## src/design/imu_bcc_pkg.sv

```systemverilog
`default_nettype none

package imu_bcc_pkg;

   localparam int DATA_W          = 16;
   localparam int WIDE_W          = 18;
   localparam int AXES            = 6;
   localparam int CSR_IDX_W       = 3;
   localparam int CAL_SAMPLES_DEF = 256;

   localparam logic signed [WIDE_W-1:0] GRAVITY_LSB = 18'sd4096;
   localparam logic signed [WIDE_W-1:0] SAT_MAX     = 18'sd32767;
   localparam logic signed [WIDE_W-1:0] SAT_MIN     = -18'sd32768;

   // lane order inside the datapath
   localparam int AXIS_AX = 0;
   localparam int AXIS_AY = 1;
   localparam int AXIS_AZ = 2;
   localparam int AXIS_GX = 3;
   localparam int AXIS_GY = 4;
   localparam int AXIS_GZ = 5;

   typedef enum logic [CSR_IDX_W-1:0] {
      CSR_BIAS_VALID   = 3'd0,
      CSR_ACCEL_BIAS_X = 3'd1,
      CSR_ACCEL_BIAS_Y = 3'd2,
      CSR_ACCEL_BIAS_Z = 3'd3,
      CSR_GYRO_BIAS_X  = 3'd4,
      CSR_GYRO_BIAS_Y  = 3'd5,
      CSR_GYRO_BIAS_Z  = 3'd6
   } csr_index_type;

   // pipeline controls fanned out to every lane
   typedef struct packed {
      logic cal_take;   // calibration transaction accepted
      logic cal_last;   // it closes the calibration window
      logic s1_load;    // stage 1 captures a result-bearing transaction
      logic adv2;       // stage 1 -> stage 2
      logic adv3;       // stage 2 -> stage 3
   } lane_ctrl_type;

   function automatic logic signed [DATA_W-1:0] sat16(input logic signed [WIDE_W-1:0] v);
      logic signed [DATA_W-1:0] r;
      if (v > SAT_MAX) begin
         r = SAT_MAX[DATA_W-1:0];
      end else if (v < SAT_MIN) begin
         r = SAT_MIN[DATA_W-1:0];
      end else begin
         r = v[DATA_W-1:0];
      end
      return r;
   endfunction

endpackage

`default_nettype wire

```

## src/design/imu_bcc_req_if.sv

```systemverilog
`default_nettype none

interface imu_bcc_req_if import imu_bcc_pkg::*; ();
   logic                     valid;
   logic                     ready;
   logic                     kind;
   logic signed [DATA_W-1:0] raw_ax;
   logic signed [DATA_W-1:0] raw_ay;
   logic signed [DATA_W-1:0] raw_az;
   logic signed [DATA_W-1:0] raw_gx;
   logic signed [DATA_W-1:0] raw_gy;
   logic signed [DATA_W-1:0] raw_gz;

   modport source (output valid, kind, raw_ax, raw_ay, raw_az, raw_gx, raw_gy, raw_gz,
                   input ready);
   modport sink   (input valid, kind, raw_ax, raw_ay, raw_az, raw_gx, raw_gy, raw_gz,
                   output ready);
endinterface

`default_nettype wire

```

## src/design/imu_bcc_rsp_if.sv

```systemverilog
`default_nettype none

interface imu_bcc_rsp_if import imu_bcc_pkg::*; ();
   logic                     valid;
   logic                     ready;
   logic                     is_bias;
   logic signed [DATA_W-1:0] out_ax;
   logic signed [DATA_W-1:0] out_ay;
   logic signed [DATA_W-1:0] out_az;
   logic signed [DATA_W-1:0] out_gx;
   logic signed [DATA_W-1:0] out_gy;
   logic signed [DATA_W-1:0] out_gz;

   modport source (output valid, is_bias, out_ax, out_ay, out_az, out_gx, out_gy, out_gz,
                   input ready);
   modport sink   (input valid, is_bias, out_ax, out_ay, out_az, out_gx, out_gy, out_gz,
                   output ready);
endinterface

`default_nettype wire

```

## src/design/imu_bcc_lane.sv

```systemverilog
`default_nettype none

// One axis: bias subtract/saturate, running sum, and divide of the sum
// by the window length (reciprocal multiply, then one-step correction).
module imu_bcc_lane import imu_bcc_pkg::*; #(
   parameter int CAL_SAMPLES = CAL_SAMPLES_DEF
) (
   input  logic                     clock,
   input  logic                     reset,
   input  lane_ctrl_type            ctrl,
   input  logic signed [DATA_W-1:0] raw,
   input  logic signed [DATA_W-1:0] bias,
   input  logic                     bias_en,
   output logic signed [DATA_W-1:0] comp,
   output logic signed [WIDE_W-1:0] mean
);

   localparam int SUM_W = DATA_W + $clog2(CAL_SAMPLES);
   localparam longint unsigned RECIP_L = (64'd1 << SUM_W) / CAL_SAMPLES;
   localparam logic [SUM_W:0]   RECIP = RECIP_L[SUM_W:0];
   localparam logic [SUM_W-1:0] DIV_N = SUM_W'(CAL_SAMPLES);

   logic signed [SUM_W-1:0] acc_ff;
   logic signed [SUM_W-1:0] total;
   logic        [SUM_W-1:0] mag;
   logic signed [WIDE_W-1:0] diff;
   logic signed [DATA_W-1:0] comp1;

   logic signed [DATA_W-1:0] s1_comp_ff, s2_comp_ff, s3_comp_ff;
   logic                     s1_sign_ff, s2_sign_ff, s3_sign_ff;
   logic        [SUM_W-1:0]  s1_mag_ff, s2_mag_ff, s3_mag_ff;
   logic        [SUM_W-1:0]  s2_q0_ff, s3_q0_ff, s3_qn_ff;

   logic [2*SUM_W:0]   recip_prod;
   logic [2*SUM_W-1:0] back_prod;
   logic [SUM_W-1:0]   rem;
   logic [SUM_W-1:0]   quot;
   logic signed [WIDE_W-1:0] quot_w;

   always_comb begin
      total = acc_ff + SUM_W'(raw);
      mag   = total[SUM_W-1] ? (~total + 1'b1) : total;
      diff  = WIDE_W'(raw) - (bias_en ? WIDE_W'(bias) : '0);
      comp1 = sat16(diff);
   end

   always_ff @(posedge clock) begin
      if (reset) begin
         acc_ff <= '0;
      end else if (ctrl.cal_take) begin
         acc_ff <= ctrl.cal_last ? '0 : total;
      end
   end

   assign recip_prod = s1_mag_ff * RECIP;
   assign back_prod  = s2_q0_ff * DIV_N;

   always_ff @(posedge clock) begin
      if (ctrl.s1_load) begin
         s1_comp_ff <= comp1;
         s1_sign_ff <= total[SUM_W-1];
         s1_mag_ff  <= mag;
      end
      if (ctrl.adv2) begin
         s2_comp_ff <= s1_comp_ff;
         s2_sign_ff <= s1_sign_ff;
         s2_mag_ff  <= s1_mag_ff;
         s2_q0_ff   <= recip_prod[2*SUM_W-1:SUM_W];
      end
      if (ctrl.adv3) begin
         s3_comp_ff <= s2_comp_ff;
         s3_sign_ff <= s2_sign_ff;
         s3_mag_ff  <= s2_mag_ff;
         s3_q0_ff   <= s2_q0_ff;
         s3_qn_ff   <= back_prod[SUM_W-1:0];
      end
   end

   // estimate is exact or one short; the remainder tells which
   always_comb begin
      rem    = s3_mag_ff - s3_qn_ff;
      quot   = s3_q0_ff + SUM_W'(rem >= DIV_N);
      quot_w = WIDE_W'(quot);
      mean   = s3_sign_ff ? -quot_w : quot_w;
      comp   = s3_comp_ff;
   end

endmodule

`default_nettype wire

```

## src/design/imu_bcc_merge.sv

```systemverilog
`default_nettype none

// Window counter, stage valids and the output register that merges lanes.
module imu_bcc_merge import imu_bcc_pkg::*; #(
   parameter int CAL_SAMPLES = CAL_SAMPLES_DEF
) (
   input  logic                     clock,
   input  logic                     reset,
   imu_bcc_req_if.sink              req_ch,
   imu_bcc_rsp_if.source            rsp_ch,
   output lane_ctrl_type            ctrl,
   input  logic signed [DATA_W-1:0] comp [AXES],
   input  logic signed [WIDE_W-1:0] mean [AXES]
);

   localparam int CNT_W = $clog2(CAL_SAMPLES + 1);
   localparam logic [CNT_W-1:0] LAST_CNT = CNT_W'(CAL_SAMPLES - 1);

   logic [CNT_W-1:0] cnt_ff, cnt_in;
   logic v1_ff, v2_ff, v3_ff, ov_ff;
   logic v1_in, v2_in, v3_in, ov_in;
   logic b1_ff, b2_ff, b3_ff, ob_ff;
   logic signed [DATA_W-1:0] out_ff [AXES];
   logic signed [DATA_W-1:0] out_in [AXES];

   logic load_o, adv3, adv2, ready, take, last;

   always_comb begin
      load_o = v3_ff && (!ov_ff || rsp_ch.ready);
      adv3   = v2_ff && (!v3_ff || load_o);
      adv2   = v1_ff && (!v2_ff || adv3);
      ready  = !v1_ff || adv2;
      take   = req_ch.valid && ready;
      last   = (cnt_ff == LAST_CNT);

      ctrl.cal_take = take && req_ch.kind;
      ctrl.cal_last = last;
      ctrl.s1_load  = take && (!req_ch.kind || last);
      ctrl.adv2     = adv2;
      ctrl.adv3     = adv3;

      v1_in = ctrl.s1_load || (v1_ff && !adv2);
      v2_in = adv2 || (v2_ff && !adv3);
      v3_in = adv3 || (v3_ff && !load_o);
      ov_in = load_o || (ov_ff && !rsp_ch.ready);

      cnt_in = cnt_ff;
      if (ctrl.cal_take) begin
         cnt_in = last ? '0 : cnt_ff + 1'b1;
      end

      for (int i = 0; i < AXES; i++) begin
         if (b3_ff) begin
            out_in[i] = sat16(mean[i] - ((i == AXIS_AZ) ? GRAVITY_LSB : '0));
         end else begin
            out_in[i] = comp[i];
         end
      end
   end

   always_ff @(posedge clock) begin
      if (reset) begin
         cnt_ff <= '0;
         v1_ff  <= 1'b0;
         v2_ff  <= 1'b0;
         v3_ff  <= 1'b0;
         ov_ff  <= 1'b0;
         b1_ff  <= 1'b0;
         b2_ff  <= 1'b0;
         b3_ff  <= 1'b0;
         ob_ff  <= 1'b0;
      end else begin
         cnt_ff <= cnt_in;
         v1_ff  <= v1_in;
         v2_ff  <= v2_in;
         v3_ff  <= v3_in;
         ov_ff  <= ov_in;
         if (ctrl.s1_load) b1_ff <= req_ch.kind;
         if (adv2)         b2_ff <= b1_ff;
         if (adv3)         b3_ff <= b2_ff;
         if (load_o)       ob_ff <= b3_ff;
      end
   end

   always_ff @(posedge clock) begin
      if (load_o) begin
         out_ff <= out_in;
      end
   end

   assign req_ch.ready   = ready;
   assign rsp_ch.valid   = ov_ff;
   assign rsp_ch.is_bias = ob_ff;
   assign rsp_ch.out_ax  = out_ff[AXIS_AX];
   assign rsp_ch.out_ay  = out_ff[AXIS_AY];
   assign rsp_ch.out_az  = out_ff[AXIS_AZ];
   assign rsp_ch.out_gx  = out_ff[AXIS_GX];
   assign rsp_ch.out_gy  = out_ff[AXIS_GY];
   assign rsp_ch.out_gz  = out_ff[AXIS_GZ];

   a_cnt_range: assert property (@(posedge clock) disable iff (reset)
      cnt_ff <= LAST_CNT)
      else $error("calibration count past window");

   a_last_emits: assert property (@(posedge clock) disable iff (reset)
      (ctrl.cal_take && last) |=> (v1_ff && b1_ff && cnt_ff == '0))
      else $error("closing calibration transaction did not enter pipeline");

   a_comp_emits: assert property (@(posedge clock) disable iff (reset)
      (take && !req_ch.kind) |=> (v1_ff && !b1_ff))
      else $error("compensate transaction lost");

   a_stall_hold: assert property (@(posedge clock) disable iff (reset)
      (v3_ff && !load_o) |=> v3_ff)
      else $error("stage 3 dropped while stalled");

endmodule

`default_nettype wire

```

## src/design/imu_bias_calibrate_compensate_core.sv

```systemverilog
`default_nettype none

// Channel   Dir  Handshake         Payload
// req_ch    in   valid/ready       kind, raw_ax..raw_gz (s16)
// rsp_ch    out  valid/ready       is_bias, out_ax..out_gz (s16)
// csr_*     in   csr_we only       csr_index (3b), csr_wdata (16b)
//
// One transaction per cycle sustained while rsp_ch is not stalled; a result passes
// the lane registers (input capture, reciprocal multiply, back multiply), then
// quotient correction, gravity offset and saturation feed the output register
// that drives rsp_ch.valid.
// Calibration transactions other than the window's last yield no result.
// Synchronous reset clears config, accumulators, window count and valids.
// req_ch.ready drops only when every stage is full and rsp_ch is stalled.
module imu_bias_calibrate_compensate_core import imu_bcc_pkg::*; #(
   parameter int CAL_SAMPLES = CAL_SAMPLES_DEF
) (
   input  logic                 clock,
   input  logic                 reset,
   imu_bcc_req_if.sink          req_ch,
   imu_bcc_rsp_if.source        rsp_ch,
   input  logic                 csr_we,
   input  logic [CSR_IDX_W-1:0] csr_index,
   input  logic [DATA_W-1:0]    csr_wdata
);

   logic                     bias_valid_ff;
   logic signed [DATA_W-1:0] bias_ff [AXES];

   logic signed [DATA_W-1:0] raw  [AXES];
   logic signed [DATA_W-1:0] comp [AXES];
   logic signed [WIDE_W-1:0] mean [AXES];
   lane_ctrl_type            ctrl;

   // config writes; unmapped index is ignored
   always_ff @(posedge clock) begin
      if (reset) begin
         bias_valid_ff <= 1'b0;
         for (int i = 0; i < AXES; i++) begin
            bias_ff[i] <= '0;
         end
      end else if (csr_we) begin
         case (csr_index)
            CSR_BIAS_VALID:   bias_valid_ff    <= csr_wdata[0];
            CSR_ACCEL_BIAS_X: bias_ff[AXIS_AX] <= csr_wdata;
            CSR_ACCEL_BIAS_Y: bias_ff[AXIS_AY] <= csr_wdata;
            CSR_ACCEL_BIAS_Z: bias_ff[AXIS_AZ] <= csr_wdata;
            CSR_GYRO_BIAS_X:  bias_ff[AXIS_GX] <= csr_wdata;
            CSR_GYRO_BIAS_Y:  bias_ff[AXIS_GY] <= csr_wdata;
            CSR_GYRO_BIAS_Z:  bias_ff[AXIS_GZ] <= csr_wdata;
            default: ;
         endcase
      end
   end

   // fan the sample out to the lanes
   assign raw[AXIS_AX] = req_ch.raw_ax;
   assign raw[AXIS_AY] = req_ch.raw_ay;
   assign raw[AXIS_AZ] = req_ch.raw_az;
   assign raw[AXIS_GX] = req_ch.raw_gx;
   assign raw[AXIS_GY] = req_ch.raw_gy;
   assign raw[AXIS_GZ] = req_ch.raw_gz;

   for (genvar g = 0; g < AXES; g++) begin : g_lane
      imu_bcc_lane #(
         .CAL_SAMPLES (CAL_SAMPLES)
      ) u_lane (
         .clock   (clock),
         .reset   (reset),
         .ctrl    (ctrl),
         .raw     (raw[g]),
         .bias    (bias_ff[g]),
         .bias_en (bias_valid_ff),
         .comp    (comp[g]),
         .mean    (mean[g])
      );
   end

   // window control, gravity offset, saturation and output register
   imu_bcc_merge #(
      .CAL_SAMPLES (CAL_SAMPLES)
   ) u_merge (
      .clock  (clock),
      .reset  (reset),
      .req_ch (req_ch),
      .rsp_ch (rsp_ch),
      .ctrl   (ctrl),
      .comp   (comp),
      .mean   (mean)
   );

endmodule

`default_nettype wire
```

## src/flat_wrapper.sv

```systemverilog
// flat-port wrapper written by rule: the top's interface ports become plain ports
module imu_bias_calibrate_compensate_core_flat import imu_bcc_pkg::*;
#(
   parameter int CAL_SAMPLES = CAL_SAMPLES_DEF
)
  (clock, reset, csr_we, csr_index, csr_wdata, req_ch_valid, req_ch_kind, req_ch_raw_ax, req_ch_raw_ay, req_ch_raw_az, req_ch_raw_gx, req_ch_raw_gy, req_ch_raw_gz, req_ch_ready, rsp_ch_valid, rsp_ch_is_bias, rsp_ch_out_ax, rsp_ch_out_ay, rsp_ch_out_az, rsp_ch_out_gx, rsp_ch_out_gy, rsp_ch_out_gz, rsp_ch_ready);
  imu_bcc_req_if req_ch_i ();
  imu_bcc_rsp_if rsp_ch_i ();
  input  logic clock;
  input  logic reset;
  input  logic csr_we;
  input  logic [CSR_IDX_W-1:0] csr_index;
  input  logic [DATA_W-1:0] csr_wdata;
  input wire logic [$bits(req_ch_i.valid)-1:0] req_ch_valid;
  input wire logic [$bits(req_ch_i.kind)-1:0] req_ch_kind;
  input wire logic [$bits(req_ch_i.raw_ax)-1:0] req_ch_raw_ax;
  input wire logic [$bits(req_ch_i.raw_ay)-1:0] req_ch_raw_ay;
  input wire logic [$bits(req_ch_i.raw_az)-1:0] req_ch_raw_az;
  input wire logic [$bits(req_ch_i.raw_gx)-1:0] req_ch_raw_gx;
  input wire logic [$bits(req_ch_i.raw_gy)-1:0] req_ch_raw_gy;
  input wire logic [$bits(req_ch_i.raw_gz)-1:0] req_ch_raw_gz;
  output wire logic [$bits(req_ch_i.ready)-1:0] req_ch_ready;
  output wire logic [$bits(rsp_ch_i.valid)-1:0] rsp_ch_valid;
  output wire logic [$bits(rsp_ch_i.is_bias)-1:0] rsp_ch_is_bias;
  output wire logic [$bits(rsp_ch_i.out_ax)-1:0] rsp_ch_out_ax;
  output wire logic [$bits(rsp_ch_i.out_ay)-1:0] rsp_ch_out_ay;
  output wire logic [$bits(rsp_ch_i.out_az)-1:0] rsp_ch_out_az;
  output wire logic [$bits(rsp_ch_i.out_gx)-1:0] rsp_ch_out_gx;
  output wire logic [$bits(rsp_ch_i.out_gy)-1:0] rsp_ch_out_gy;
  output wire logic [$bits(rsp_ch_i.out_gz)-1:0] rsp_ch_out_gz;
  input wire logic [$bits(rsp_ch_i.ready)-1:0] rsp_ch_ready;
  assign req_ch_i.valid = req_ch_valid;
  assign req_ch_i.kind = req_ch_kind;
  assign req_ch_i.raw_ax = req_ch_raw_ax;
  assign req_ch_i.raw_ay = req_ch_raw_ay;
  assign req_ch_i.raw_az = req_ch_raw_az;
  assign req_ch_i.raw_gx = req_ch_raw_gx;
  assign req_ch_i.raw_gy = req_ch_raw_gy;
  assign req_ch_i.raw_gz = req_ch_raw_gz;
  assign req_ch_ready = req_ch_i.ready;
  assign rsp_ch_valid = rsp_ch_i.valid;
  assign rsp_ch_is_bias = rsp_ch_i.is_bias;
  assign rsp_ch_out_ax = rsp_ch_i.out_ax;
  assign rsp_ch_out_ay = rsp_ch_i.out_ay;
  assign rsp_ch_out_az = rsp_ch_i.out_az;
  assign rsp_ch_out_gx = rsp_ch_i.out_gx;
  assign rsp_ch_out_gy = rsp_ch_i.out_gy;
  assign rsp_ch_out_gz = rsp_ch_i.out_gz;
  assign rsp_ch_i.ready = rsp_ch_ready;
  imu_bias_calibrate_compensate_core #(.CAL_SAMPLES(CAL_SAMPLES)) u_core (.clock(clock), .reset(reset), .req_ch(req_ch_i), .rsp_ch(rsp_ch_i), .csr_we(csr_we), .csr_index(csr_index), .csr_wdata(csr_wdata));
endmodule
```

## config.mk

```make
export PLATFORM = sky130hd
export DESIGN_NAME = imu_bias_calibrate_compensate_core_flat
export DESIGN_NICKNAME = d
export VERILOG_FILES = /design/src/design/imu_bcc_pkg.sv /design/src/design/imu_bcc_req_if.sv /design/src/design/imu_bcc_rsp_if.sv /design/src/design/imu_bcc_lane.sv /design/src/design/imu_bcc_merge.sv /design/src/design/imu_bias_calibrate_compensate_core.sv /design/src/flat_wrapper.sv
export SDC_FILE = /design/constraint.sdc
export NUM_CORES = 2
export LEC_CHECK = 0
export BUFFER_PORTS_ARGS = -buffer_cell sky130_fd_sc_hd__buf_2
export CAP_MARGIN = 5
export CORE_UTILIZATION = 50
export DETAILED_ROUTE_END_ITERATION = 16
export GPL_ROUTABILITY_DRIVEN = 0
export GPL_TIMING_DRIVEN = 0
export MAX_ROUTING_LAYER = met4
export PLACE_DENSITY = 0.68
export SKIP_LAST_GASP = 1
export SLEW_MARGIN = 40
export SYNTH_ARGS = -nofsm -noshare
export SYNTH_HDL_FRONTEND = slang
export SYNTH_SLANG_ARGS = --single-unit
```

## constraint.sdc

```tcl
create_clock -name clock -period 22.6 [get_ports clock]
set_clock_uncertainty 0.05 [all_clocks]
set_input_delay 4.52 -clock clock [delete_from_list [all_inputs] [get_ports clock]]
set_output_delay 4.52 -clock clock [all_outputs]
set_load 0.05 [all_outputs]
```

==> impl_metrics.toml <==
[run_status]
status = "complete, no violations"

[clocking]
max-clock-path-buffers = 3
cts_setup_buffers = 0
tritoncts = "done"
clkLatencyLatePin_ns = 0.67
cts_buffers = 98
postCtsHoldBufs = 0
htree_levels = 3
clkTransAtPathRegs_ns = 0.06
cts-root-buf = "clkbuf_16"
ctsResizeCount = 0
clock-sinks = 948

[synthesis]
synth_top_cell_area_share = 0.4947
syn_area_um2 = 47710
synthArstFlopShare = 0
synth.distinct_cells = 95
synth_area_leaders = "edfxtp_1 49%, dfxtp_1 6.8%, ha_1 6.4%"
yosysWarnings = 0
yosysSeqAreaShare = 0.5627
synth_enable_flop_cells = 786
synthesis.nets = 4551
avgSynthCellArea_um2 = 11.43
netlist_instances = 4175
ys_ff_latch = 948
yosys.area.top_type = "edfxtp_1"
ys.flop_type = "edfxtp_1"

[power]
cellPowerDensity_nw_per_um2 = 78.48
p_leak_nw = 20.03
peakVddDrop_v = 0.00006045

[placed_design]
io_buffers = 219
hpwl_um = 89330
dp_cells = 5689
placed_area_um2 = 51150
place_ws_ns = 12.23

[setup_path]
crit_required_ns = 18.03
r2r_slack_ns = 16.99
r2r_end = "u_core.g_lane[2].u_lane.s1_comp_ff[10]"
end_kind = "output pin"
arrival_ns = 5.85
reg2regPathDepth = 16
timing.rr.start = "u_core.bias_valid_ff"
cp_max_fo = 7
start_kind = "input pin"
critical_path_class = "input pin to output pin"

[grt]
grt_antenna_before_repair = 24
grt_pass1_wl_um = 179500
globalRouteTotalUtil = 0.2486
grt_pass1_vias = 31768
grt_remaining_overflow = 0
grt_max_degree = 79

[floorplanning]
die_x_um = 310.9
io_pins = 220
coreArea_um2 = 93890
rows = 112
start_util = 0.5081
die_h_um = 310.9
die-area_um2 = 96660

[timing]
period_share = 0.4612
report.final.hold_viol_count = 0
fin_crit_ns = 10.42
relSlewSlack = 0.3911
fmax_mhz = 95.94
setup_viol = 0
finalWorstSetupSlack_ns = 12.18
worst_slew_pin_slew_ns = 0.9133
drv_slew = 0
rsz0062_at_grt = "no"

[detailed_routing]
post_drt_wl_per_cell_um = 20.16
drtIter0Drc = 3244
wl_um = 118400
drc_errors = 0
vias = 33670
dr.pass1.iters = 6
ant_nets = 0
vias_per_cell = 5.731

[min_path]
holdPathStages = 0
hold_start = "u_core.g_lane[4].u_lane.s1_mag_ff[9]"
whs_endpoint = "u_core.g_lane[4].u_lane.s2_mag_ff[9]"
holdCritPathClass = "register to register"

[finish]
final_cell_mix = "786 x edfxtp_1, 333 x nor2_1, 305 x nand2_1, 271 x a21oi_1, 266 x o21ai_0"
final_common_cell = "edfxtp_1"
layout-drive-gt1-share = 0.1078
area_growth_pct = 14.05
fin_area_um2 = 54410
final_cells = 5875
final_nets = 4911

[flow_run]
cap_viol_max_count = 0
==> power by group <==
part / leakage [nW] / internal, W / switching, W / total, W
clock network: 1.55 / 0.000949 / 0.000665 / 0.00161
registers: 8.58 / 0.00201 / 0.0000307 / 0.00204
logic: 9.90 / 0.000235 / 0.000382 / 0.000617
total: 20.0 / 0.00319 / 0.00108 / 0.00427
==> cell families after synthesis <==
kind of cell             after synthesis  synth area share
AO/OA/AOI/OAI                       1115            0.1518
AND/OR/NAND/NOR                     1193            0.1233
XOR/XNOR                             356           0.06536
adder cells (fa/ha/maj)              255           0.06876
buffers and inverters                291           0.02442
multiplexers                          17          0.003593
flip-flops                           948            0.5627
==> sequential cells by signal, summed over array words and instances (netlist names), 96 cells and up <==
signal,flops
u_core.bias_ff,96
u_core.g_lane.u_lane.acc_ff,144
u_core.g_lane.u_lane.comp,96
u_core.g_lane.u_lane.s1_comp_ff,96
u_core.g_lane.u_lane.s1_mag_ff,96
u_core.g_lane.u_lane.s2_comp_ff,96
u_core.g_lane.u_lane.s2_mag_ff,96
u_core.g_lane.u_lane.s3_mag_ff,96
==> worst max-delay path by stage <==
| stage | startpoint | to | cells after the start |
|---|---|---|---|
| floorplan | rsp_ch_ready | u_core.u_merge.b3_ff | 4 |
| global placement | rsp_ch_ready | u_core.u_merge.b3_ff | 5 |
| detailed placement | rsp_ch_ready | req_ch_ready | 4 |
| CTS | rsp_ch_ready | req_ch_ready | 4 |
| global route | rsp_ch_ready | req_ch_ready | 4 |
| finish | rsp_ch_ready | req_ch_ready | 4 |
==> per-layer routing <==
metal | vias up | routed length [µm] | share of wire | global-route usage
li1 | 16270 | - | - | -
met1 | 16068 | 50500 | 0.43 | 0.3212
met2 | 1051 | 53800 | 0.45 | 0.3826
met3 | 281 | 8196 | 0.069 | 0.04026
met4 | 0 | 5935 | 0.050 | 0.1193
met5 | - | 0 | 0 | -
==> stage by stage <==
stage	TNS, ns	power (W)	hold WS [ns]	utilization
global placement	-824.85	0.002679	0.3508	0.5365
global route	0	0.004435	0.3638	0.5794
finish	0	0.004270	0.3576	0.5795
detailed placement	0	0.002683	0.3545	0.5448
floorplan	0	0.002517	0.3503	-
CTS	0	0.004296	0.3615	0.5790
==> synth_stat cells (all sizes together), types with 7 or more instances <==
cell type	number
edfxtp	786
nor2	333
nand2	305
o21ai	274
a21oi	271
ha	243
xnor2	204
dfxtp	162
xor2	152
inv	146
clkbuf	138
and2	125
a21o	87
a22oi	87
nor3	77
o21a	74
nand3	73
o31ai	57
nand2b	45
nor2b	34
a211oi	33
and3	33
o211ai	26
or2	26
or3	26
nor4	24
or4	22
a31oi	20
nand4	19
o21bai	19
a21boi	17
mux2i	16
o221ai	16
nand3b	15
o22a	15
o41ai	14
fa	12
a2111oi	11
a211o	11
o311ai	11
a311oi	8
o2111ai	8
or4b	8
a221oi	7
==> layout make-up <==
| class | instances | area (µm²) |
|---|---|---|
| fillers | 7765 | 39480 |
| repair buffers | 260 | 1779 |
| plain buffers | 145 | 628.1 |
| clock buffers | 116 | 2571 |
| clock inverters | 58 | 643.1 |
| diodes | 12 | 30.03 |
| flip-flops and latches | 948 | 26850 |
| well taps | 1254 | 1569 |
| inverters | 146 | 555.5 |
| multi-input cells | 2936 | 19790 |
==> worst max-delay path, stage by stage <==
cell	delay [ns]
buf_2	0.10
nor2b_2	0.52
nand4_1	0.36
buf_2	0.34
Power figures use the tool's default switching activity.
